==> config.mk <==
export PLATFORM = sky130hd
export DESIGN_NAME = mouse_position_to_report_delta_core
export DESIGN_NICKNAME = d
export VERILOG_FILES = /design/src/mprd_pkg.sv /design/src/mprd_front.sv /design/src/mprd_queue.sv /design/src/mprd_back.sv /design/src/mouse_position_to_report_delta_core.sv
export SDC_FILE = /design/constraint.sdc
export NUM_CORES = 1
export LEC_CHECK = 0
export BUFFER_PORTS_ARGS = -buffer_cell sky130_fd_sc_hd__buf_2
export CORE_MARGIN = 2
export CORE_UTILIZATION = 30
export CTS_BUF_LIST = sky130_fd_sc_hd__clkbuf_4
export CTS_CLUSTER_DIAMETER = 200
export DETAILED_ROUTE_END_ITERATION = 8
export PLACE_DENSITY = 0.49
export SLEW_MARGIN = 20
export SYNTH_ARGS = -nofsm -noshare
export SYNTH_HDL_FRONTEND = slang
export SYNTH_SLANG_ARGS = --single-unit
==> constraint.sdc <==
create_clock -name clk_i -period 13.9 [get_ports clk_i]
set_input_delay 1.39 -clock clk_i [delete_from_list [all_inputs] [get_ports clk_i]]
set_output_delay 1.39 -clock clk_i [all_outputs]
set_load 0.01 [all_outputs]
==> src/mprd_pkg.sv <==
// Shared types and constants for the mouse position to report delta block.
package mprd_pkg;

  localparam int unsigned POS_W        = 16;
  localparam int unsigned WHEEL_W      = 8;
  localparam int unsigned FLAG_W       = 8;
  localparam int unsigned BTN_W        = 5;
  localparam int unsigned FLAG_FIRST   = 7;
  localparam int unsigned FLAG_IGNORE  = 5;
  localparam int unsigned QUEUE_DEPTH  = 2;

  // One data packet after classification: deltas against the latched positions.
  typedef struct packed {
    logic [BTN_W-1:0]          buttons;
    logic signed [POS_W-1:0]   dx;
    logic signed [POS_W-1:0]   dy;
    logic signed [WHEEL_W-1:0] dw;
    logic                      pending;
  } delta_t;

  // Write side of the queue.
  typedef struct packed {
    logic   valid;
    delta_t data;
  } push_t;

  // Read side of the queue.
  typedef struct packed {
    logic   valid;
    delta_t data;
  } head_t;

endpackage

==> src/mprd_front.sv <==
// Front end: classify packets, latch positions and form modular deltas.
module mprd_front (
  input  logic                                   clk_i,
  input  logic                                   rst_ni,
  input  logic                                   in_valid_i,
  output logic                                   in_stall_o,
  input  logic signed [mprd_pkg::POS_W-1:0]      pos_x_i,
  input  logic signed [mprd_pkg::POS_W-1:0]      pos_y_i,
  input  logic [mprd_pkg::FLAG_W-1:0]            flag_buttons_i,
  input  logic signed [mprd_pkg::WHEEL_W-1:0]    wheel_pos_i,
  input  logic                                   report_pending_i,
  input  logic                                   q_full_i,
  output mprd_pkg::push_t                        push_o
);
  import mprd_pkg::*;

  logic signed [POS_W-1:0]   last_x_q, last_x_d;
  logic signed [POS_W-1:0]   last_y_q, last_y_d;
  logic signed [WHEEL_W-1:0] last_wheel_q, last_wheel_d;
  logic                      accept;
  logic                      ignore_pkt;
  logic                      first_pkt;

  assign in_stall_o = q_full_i;
  assign accept     = in_valid_i && !q_full_i;
  assign ignore_pkt = flag_buttons_i[FLAG_IGNORE];
  assign first_pkt  = flag_buttons_i[FLAG_FIRST];

  always_comb begin
    last_x_d     = last_x_q;
    last_y_d     = last_y_q;
    last_wheel_d = last_wheel_q;
    // Latch positions for first and data packets; drop ignored ones.
    if (accept && !ignore_pkt) begin
      last_x_d     = pos_x_i;
      last_y_d     = pos_y_i;
      last_wheel_d = wheel_pos_i;
    end
  end

  always_comb begin
    push_o.valid        = accept && !ignore_pkt && !first_pkt;
    push_o.data.buttons = flag_buttons_i[BTN_W-1:0];
    push_o.data.dx      = pos_x_i - last_x_q;
    push_o.data.dy      = last_y_q - pos_y_i;
    push_o.data.dw      = wheel_pos_i - last_wheel_q;
    push_o.data.pending = report_pending_i;
  end

  always_ff @(posedge clk_i or negedge rst_ni) begin
    if (!rst_ni) begin
      last_x_q     <= '0;
      last_y_q     <= '0;
      last_wheel_q <= '0;
    end else begin
      last_x_q     <= last_x_d;
      last_y_q     <= last_y_d;
      last_wheel_q <= last_wheel_d;
    end
  end

endmodule

==> src/mprd_queue.sv <==
// Short queue of classified deltas between front and back.
module mprd_queue #(
  parameter int unsigned Depth = mprd_pkg::QUEUE_DEPTH
) (
  input  logic            clk_i,
  input  logic            rst_ni,
  input  mprd_pkg::push_t push_i,
  output logic            full_o,
  output mprd_pkg::head_t head_o,
  input  logic            pop_i
);
  import mprd_pkg::*;

  localparam int unsigned PtrW = (Depth > 1) ? $clog2(Depth) : 1;
  localparam int unsigned CntW = $clog2(Depth + 1);

  delta_t            mem_q [Depth];
  logic [PtrW-1:0]   wr_ptr_q, wr_ptr_d;
  logic [PtrW-1:0]   rd_ptr_q, rd_ptr_d;
  logic [CntW-1:0]   cnt_q, cnt_d;
  logic              do_push;
  logic              do_pop;

  assign full_o        = (cnt_q == CntW'(Depth));
  assign head_o.valid  = (cnt_q != '0);
  assign head_o.data   = mem_q[rd_ptr_q];
  assign do_push       = push_i.valid && !full_o;
  assign do_pop        = pop_i && head_o.valid;

  always_comb begin
    wr_ptr_d = wr_ptr_q;
    rd_ptr_d = rd_ptr_q;
    cnt_d    = cnt_q;
    if (do_push) begin
      wr_ptr_d = (wr_ptr_q == PtrW'(Depth - 1)) ? '0 : wr_ptr_q + 1'b1;
    end
    if (do_pop) begin
      rd_ptr_d = (rd_ptr_q == PtrW'(Depth - 1)) ? '0 : rd_ptr_q + 1'b1;
    end
    if (do_push && !do_pop) begin
      cnt_d = cnt_q + 1'b1;
    end else if (do_pop && !do_push) begin
      cnt_d = cnt_q - 1'b1;
    end
  end

  always_ff @(posedge clk_i) begin
    if (do_push) begin
      mem_q[wr_ptr_q] <= push_i.data;
    end
  end

  always_ff @(posedge clk_i or negedge rst_ni) begin
    if (!rst_ni) begin
      wr_ptr_q <= '0;
      rd_ptr_q <= '0;
      cnt_q    <= '0;
    end else begin
      wr_ptr_q <= wr_ptr_d;
      rd_ptr_q <= rd_ptr_d;
      cnt_q    <= cnt_d;
    end
  end

endmodule

==> src/mprd_back.sv <==
// Back end: accumulate the running report and hold the result register.
module mprd_back (
  input  logic                                clk_i,
  input  logic                                rst_ni,
  input  mprd_pkg::head_t                     head_i,
  output logic                                pop_o,
  output logic                                out_valid_o,
  input  logic                                out_stall_i,
  output logic                                send_report_o,
  output logic                                flush_request_o,
  output logic [mprd_pkg::BTN_W-1:0]          report_buttons_o,
  output logic signed [mprd_pkg::WHEEL_W-1:0] report_wheel_o,
  output logic signed [mprd_pkg::POS_W-1:0]   report_dx_o,
  output logic signed [mprd_pkg::POS_W-1:0]   report_dy_o
);
  import mprd_pkg::*;

  logic signed [POS_W-1:0]   sum_dx_q, sum_dx_d;
  logic signed [POS_W-1:0]   sum_dy_q, sum_dy_d;
  logic signed [WHEEL_W-1:0] sum_wheel_q, sum_wheel_d;
  logic [BTN_W-1:0]          sent_buttons_q;
  logic                      out_valid_q;
  logic                      send_q, send_d;
  logic                      flush_q;
  logic [BTN_W-1:0]          buttons_q;

  // Advance whenever the result register is empty or being taken.
  assign pop_o       = head_i.valid && (!out_valid_q || !out_stall_i);
  assign out_valid_o = out_valid_q;

  always_comb begin
    // Restart from zero once the previous report went out.
    sum_dx_d    = (head_i.data.pending ? sum_dx_q : '0) + head_i.data.dx;
    sum_dy_d    = (head_i.data.pending ? sum_dy_q : '0) + head_i.data.dy;
    sum_wheel_d = (head_i.data.pending ? sum_wheel_q : '0) + head_i.data.dw;
    send_d      = (head_i.data.buttons != sent_buttons_q) || (sum_dx_d != '0) ||
                  (sum_dy_d != '0) || (sum_wheel_d != '0);
  end

  always_ff @(posedge clk_i or negedge rst_ni) begin
    if (!rst_ni) begin
      sum_dx_q       <= '0;
      sum_dy_q       <= '0;
      sum_wheel_q    <= '0;
      sent_buttons_q <= '0;
      out_valid_q    <= 1'b0;
    end else if (pop_o) begin
      sum_dx_q    <= sum_dx_d;
      sum_dy_q    <= sum_dy_d;
      sum_wheel_q <= sum_wheel_d;
      out_valid_q <= 1'b1;
      if (send_d) begin
        sent_buttons_q <= head_i.data.buttons;
      end
    end else if (!out_stall_i) begin
      out_valid_q <= 1'b0;
    end
  end

  always_ff @(posedge clk_i) begin
    if (pop_o) begin
      send_q    <= send_d;
      flush_q   <= head_i.data.pending;
      buttons_q <= head_i.data.buttons;
    end
  end

  assign send_report_o    = send_q;
  assign flush_request_o  = flush_q;
  assign report_buttons_o = buttons_q;
  assign report_wheel_o   = sum_wheel_q;
  assign report_dx_o      = sum_dx_q;
  assign report_dy_o      = sum_dy_q;

endmodule

==> src/mouse_position_to_report_delta_core.sv <==
// Top level of the mouse position to report delta converter.
// Usage:
//   Input channel: one received mouse packet per transfer (pos_x_i, pos_y_i,
//   flag_buttons_i, wheel_pos_i, report_pending_i), qualified by in_valid_i
//   and held off by in_stall_o. A transfer happens at a clock edge with valid
//   high and stall low.
//   Output channel: one report per data packet (send_report_o, flush_request_o
//   and the report fields), qualified by out_valid_o and held by out_stall_i.
//   Ignore-flagged packets and first-flagged packets produce no report; first
//   packets only latch the absolute positions.
// Throughput, while out_stall_i is low: one packet per cycle. The front end
//   forms the deltas combinationally into a two-entry queue, and the back end
//   adds one queue entry per cycle to the running sums and result register.
// Path: a data packet is written into the queue at its transfer, then
//   accumulated from the queue head into the result register, which drives
//   the report outputs.
// Reset: rst_ni clears the latched positions, the running sums, the sent
//   button state and the queue; no report is valid after reset.
// Stall: while out_stall_i holds a valid report, the result register and
//   its fields hold; the queue fills, and in_stall_o rises only when full.
module mouse_position_to_report_delta_core #(
  parameter int unsigned QueueDepth = mprd_pkg::QUEUE_DEPTH
) (
  input  logic                                clk_i,
  input  logic                                rst_ni,
  input  logic                                in_valid_i,
  output logic                                in_stall_o,
  input  logic signed [mprd_pkg::POS_W-1:0]   pos_x_i,
  input  logic signed [mprd_pkg::POS_W-1:0]   pos_y_i,
  input  logic [mprd_pkg::FLAG_W-1:0]         flag_buttons_i,
  input  logic signed [mprd_pkg::WHEEL_W-1:0] wheel_pos_i,
  input  logic                                report_pending_i,
  output logic                                out_valid_o,
  input  logic                                out_stall_i,
  output logic                                send_report_o,
  output logic                                flush_request_o,
  output logic [mprd_pkg::BTN_W-1:0]          report_buttons_o,
  output logic signed [mprd_pkg::WHEEL_W-1:0] report_wheel_o,
  output logic signed [mprd_pkg::POS_W-1:0]   report_dx_o,
  output logic signed [mprd_pkg::POS_W-1:0]   report_dy_o
);
  import mprd_pkg::*;

  push_t q_push;
  head_t q_head;
  logic  q_full;
  logic  q_pop;

  // Classify the packet and form the deltas against the latched positions.
  mprd_front u_front (
    .clk_i            (clk_i),
    .rst_ni           (rst_ni),
    .in_valid_i       (in_valid_i),
    .in_stall_o       (in_stall_o),
    .pos_x_i          (pos_x_i),
    .pos_y_i          (pos_y_i),
    .flag_buttons_i   (flag_buttons_i),
    .wheel_pos_i      (wheel_pos_i),
    .report_pending_i (report_pending_i),
    .q_full_i         (q_full),
    .push_o           (q_push)
  );

  // Decouple the front from output backpressure.
  mprd_queue #(
    .Depth (QueueDepth)
  ) u_queue (
    .clk_i  (clk_i),
    .rst_ni (rst_ni),
    .push_i (q_push),
    .full_o (q_full),
    .head_o (q_head),
    .pop_i  (q_pop)
  );

  // Accumulate the running report and present it.
  mprd_back u_back (
    .clk_i            (clk_i),
    .rst_ni           (rst_ni),
    .head_i           (q_head),
    .pop_o            (q_pop),
    .out_valid_o      (out_valid_o),
    .out_stall_i      (out_stall_i),
    .send_report_o    (send_report_o),
    .flush_request_o  (flush_request_o),
    .report_buttons_o (report_buttons_o),
    .report_wheel_o   (report_wheel_o),
    .report_dx_o      (report_dx_o),
    .report_dy_o      (report_dy_o)
  );

`ifndef SYNTHESIS
  // A report that is not sent carries all-zero sums.
  a_idle_report_zero : assert property (@(posedge clk_i) disable iff (!rst_ni)
    out_valid_o && !send_report_o |->
      report_dx_o == '0 && report_dy_o == '0 && report_wheel_o == '0)
    else $error("unsent report with nonzero sums");

  // Ignored packets never reach the queue.
  a_ignore_no_push : assert property (@(posedge clk_i) disable iff (!rst_ni)
    in_valid_i && !in_stall_o && flag_buttons_i[FLAG_IGNORE] |-> !q_push.valid)
    else $error("ignored packet entered the queue");

  // A queue pop always lands in the result register.
  a_pop_fills_output : assert property (@(posedge clk_i) disable iff (!rst_ni)
    q_pop |=> out_valid_o)
    else $error("popped entry did not produce a report");
`endif

endmodule

==> run summary <==
status: completed
global route hottest layer: met2
Worst-Margin Slew: 0.814 ns
Post CTS Setup Buffer Count: 0
most common cell in the netlist: nand2_1
final period utilization: 40.3%
unrepaired setup endpoints after global routing: no
leakage power: 0.00524 uW
# setup viols final: 0
GRT overflow: 0
sequential share of power: 31.7%
EDFF count, synth: 99
largest area contributor in the netlist: edfxtp_1
Boundary Pins: 102
largest net degree at the start of global routing: 65
worst hold path startpoint: u_back.report_dy_o[5]$_DFFE_PN0P_
synth cell count leaders: 114 x nand2_1, 99 x edfxtp_1, 90 x dfrtp_1, 75 x ha_1, 70 x mux2_2
Power Dens Cells: 232 nW/um^2
row count: 70
clock tree from TritonCTS: yes
Max-slew headroom: 45.0%
CP Class: flip-flop to flip-flop
Final nets: 1275
FFs w/ async S/R, synth: 47.6%
CTS max path bufs: 2
number of CTS-inserted buffers: 17
CTS sink count: 189
Internal Power: 1620 uW
Die Area: 38500 um^2
Die X: 196 um
Clock Tree Root: clkbuf_4
Total GRT Usage: 14.0%
Syn Area/Cell: 10.6 um^2
largest family of logic cells by synthesized area: simple AND/OR/NAND/NOR gates
RePlAce Congestion: 0.791
Worst-Skew Late Latency: 0.61 ns
post-synthesis sequential element count: 189
height of the die: 196 um
layout cells sized above 1: 19.5%
Final HPWL DP: 18700 um
Cells after Synth: 1044
Via density: 4.81
fin. max-slew vios: 0
Fillers: 3729
xor/xnor share of the synthesized area: 5.13%
WL per Instance: 15.9 um
Switching Fraction: 43.9%
flop2flop setup slack: 8.29 ns
Synth Area in Compound Gates: 11.7%
Final ANT Viol Nets: 0
Synth cell types: 64
Max-cap violations: 0
Gate power share: 57.3%
Residual DRC: 0
H-tree Lvls: 4
Max Fclk: 178 MHz
Critical Path AT: 5.96 ns
main flop type after synthesis: edfxtp_1
post-synthesis sequential area ratio: 47.1%
worst hold-check path type: flip-flop to flip-flop
cts repair resizes: 0
met2 GRT Util: 21.8%
reg2reg end: u_back.send_report_o$_DFFE_PP_
clock skew: 0.0270 ns
FF-to-FF Start: u_queue.rd_ptr_q$_DFFE_PN0P_
Simple-Gate Fraction of Synth Area: 15.4%
vias in the first global route: 7756
drt first pass iters: 4
Switch Pwr: 1270 uW
post-placement worst setup slack: 8.29 ns
Synth top area share: 26.8%
Hold-fix buffers, CTS: 0
Layout area overhead: 12.1%
Adder-Cell Fraction of Synth Area: 9.54%
number of DRC markers in iteration 0: 390
final hold viol count: 0
Clock Power Share: 11.1%
Area contributors post-synth: edfxtp_1 27%, dfrtp_1 20%, ha_1 8.5%
grt met1 use: 19.1%
mux share of post-synthesis cell area: 7.78%
Initial Utilization: 30.4%
wirelength, routed: 25800 um
Synth Cell Area: 11100 um^2
Setup crit end kind: flip-flop
routed via count: 7812
Worst Path Required: 14.25 ns
Worst VDD drop: 101 uV
core area: 36500 um^2
startpoint types: flip-flop
initial antenna violation count: 1
synth warn: 0
setup TNS: 0 ns
worst reg2reg path depth: 13
IO buf count: 100
Syn Nets: 1178
Worst Hold End: u_back.report_dy_o[5]$_DFFE_PN0P_
hold depth: 2
PnR worst setup slack: 8.29 ns
Final min period: 5.61 ns
M3 GR Usage: 3.46%
first-pass GRT wire length: 41900 um
Clock Pin Slew Worst Setup and Hold Paths: 0.16 ns
Worst Path Max Fanout: 47
final core occ: 34.0%
==> cell usage in the layout (no fill, tap or decap), types with 4 or more instances in the layout <==
cell type	instances
nand2b_1	14
buf_2	99
a211o_1	4
o41a_1	5
inv_1	68
xor2_1	33
and2_1	38
fa_1	6
a31oi_1	4
mux2_2	70
xnor2_1	32
nor2_1	40
clkbuf_4	21
or3_1	15
ha_1	75
a21oi_1	35
nand4_1	9
and3_1	10
nor2b_1	17
a21o_1	15
o21ai_0	63
dfrtp_1	89
nand2_1	114
buf_4	7
mux2i_1	6
o31a_1	6
a211oi_1	15
edfxtp_1	99
o211ai_1	9
nand3_1	23
nor4_1	6
a21boi_0	6
nor3_1	32
==> layout make-up <==
class / instances / area (um^2) / area share, %
multi-input combinational: 758 / 5520 / 44.4
inverter: 69 / 259 / 2.08
antenna: 1 / 2.50 / 0.0201
clock inverter: 11 / 135 / 1.09
tap: 468 / 586 / 4.71
timing repair buffer: 106 / 548 / 4.41
clock buffer: 21 / 158 / 1.27
sequential: 189 / 5230 / 42.0
==> power groups by stage <==
stage / clock [uW] / sequential [uW] / combinational (uW)
after detailed placement: 0 / 930 / 1670
after global routing: 360 / 937 / 1870
after floorplan: 0 / 939 / 1190
after CTS: 339 / 916 / 1680
final: 319 / 913 / 1650
after global placement: 0 / 923 / 1650
==> sequential cells by signal (all words and copies together), names as in the netlist <==
signal                   count
u_back.flush_request_o       1
u_back.out_valid_o           1
u_back.report_buttons_o      5
u_back.report_dx_o          16
u_back.report_dy_o          16
u_back.report_wheel_o        8
u_back.send_report_o         1
u_back.sent_buttons_q        5
u_front.last_wheel_q         8
u_front.last_x_q            16
u_front.last_y_q            16
u_queue.cnt_q                2
u_queue.mem_q               92
u_queue.rd_ptr_q             1
u_queue.wr_ptr_q             1
==> stage by stage <==
step                      hold slack, ns  total power [uW]  std cells  area (um^2)
after floorplan                    0.455              2130       1044        11100
after global placement             0.472              2580       1590        12100
after detailed placement           0.480              2600       1590        12100
after CTS                          0.518              2930       1622        12400
after global routing               0.544              3170       1623        12400
final                              0.512              2880       1623        12400
==> cell families (layout without fill, tap and decap cells) <==
group / Yosys count / in the layout
compound gates: 196 / 196
xor+xnor: 65 / 65
fa+ha+maj: 81 / 81
buf+inv: 97 / 207
flops: 189 / 189
mux: 77 / 77
other cells: 0 / 1
simple gates: 339 / 339
==> routing by layer <==
metal  up-vias  routed length (um)
met5         -                   0
met4         0                 304
met3        16                1170
met2       117               11800
met1      3716               12500
li1       3963                   -
==> worst max-delay path: stages (launching register included) <==
cell and delay, ns:
dfrtp_2 0.38, buf_4 0.57, mux2_2 0.69, and2_1 0.28, ha_1 0.21, fa_1 0.42
a21o_1 0.22, a221o_1 0.41, a211oi_1 0.37, nor4_1 0.09, a311oi_1 0.56, or4b_2 0.66
nor4b_1 0.31, nand4_1 0.14
==> worst max-delay path by stage <==
| stage | start | cells after the start | slack, ns | endpoint |
|---|---|---|---|---|
| 3_3_place_gp | u_queue.rd_ptr_q$_DFFE_PN0P_ | 13 | 8.31 | u_back.send_report_o$_DFFE_PP_ |
| 3_5_place_dp | u_queue.rd_ptr_q$_DFFE_PN0P_ | 13 | 8.29 | u_back.send_report_o$_DFFE_PP_ |
| 6_report | u_queue.rd_ptr_q$_DFFE_PN0P_ | 13 | 8.29 | u_back.send_report_o$_DFFE_PP_ |
| 2_1_floorplan | flag_buttons_i[5] | 3 | 9.07 | u_queue.mem_q[0][0]$_DFFE_PP_ |
| 5_1_grt | u_queue.rd_ptr_q$_DFFE_PN0P_ | 13 | 8.03 | u_back.send_report_o$_DFFE_PP_ |
| 4_1_cts | u_queue.rd_ptr_q$_DFFE_PN0P_ | 13 | 8.25 | u_back.send_report_o$_DFFE_PP_ |
No activity file was read; power rests on OpenSTA's default activity.
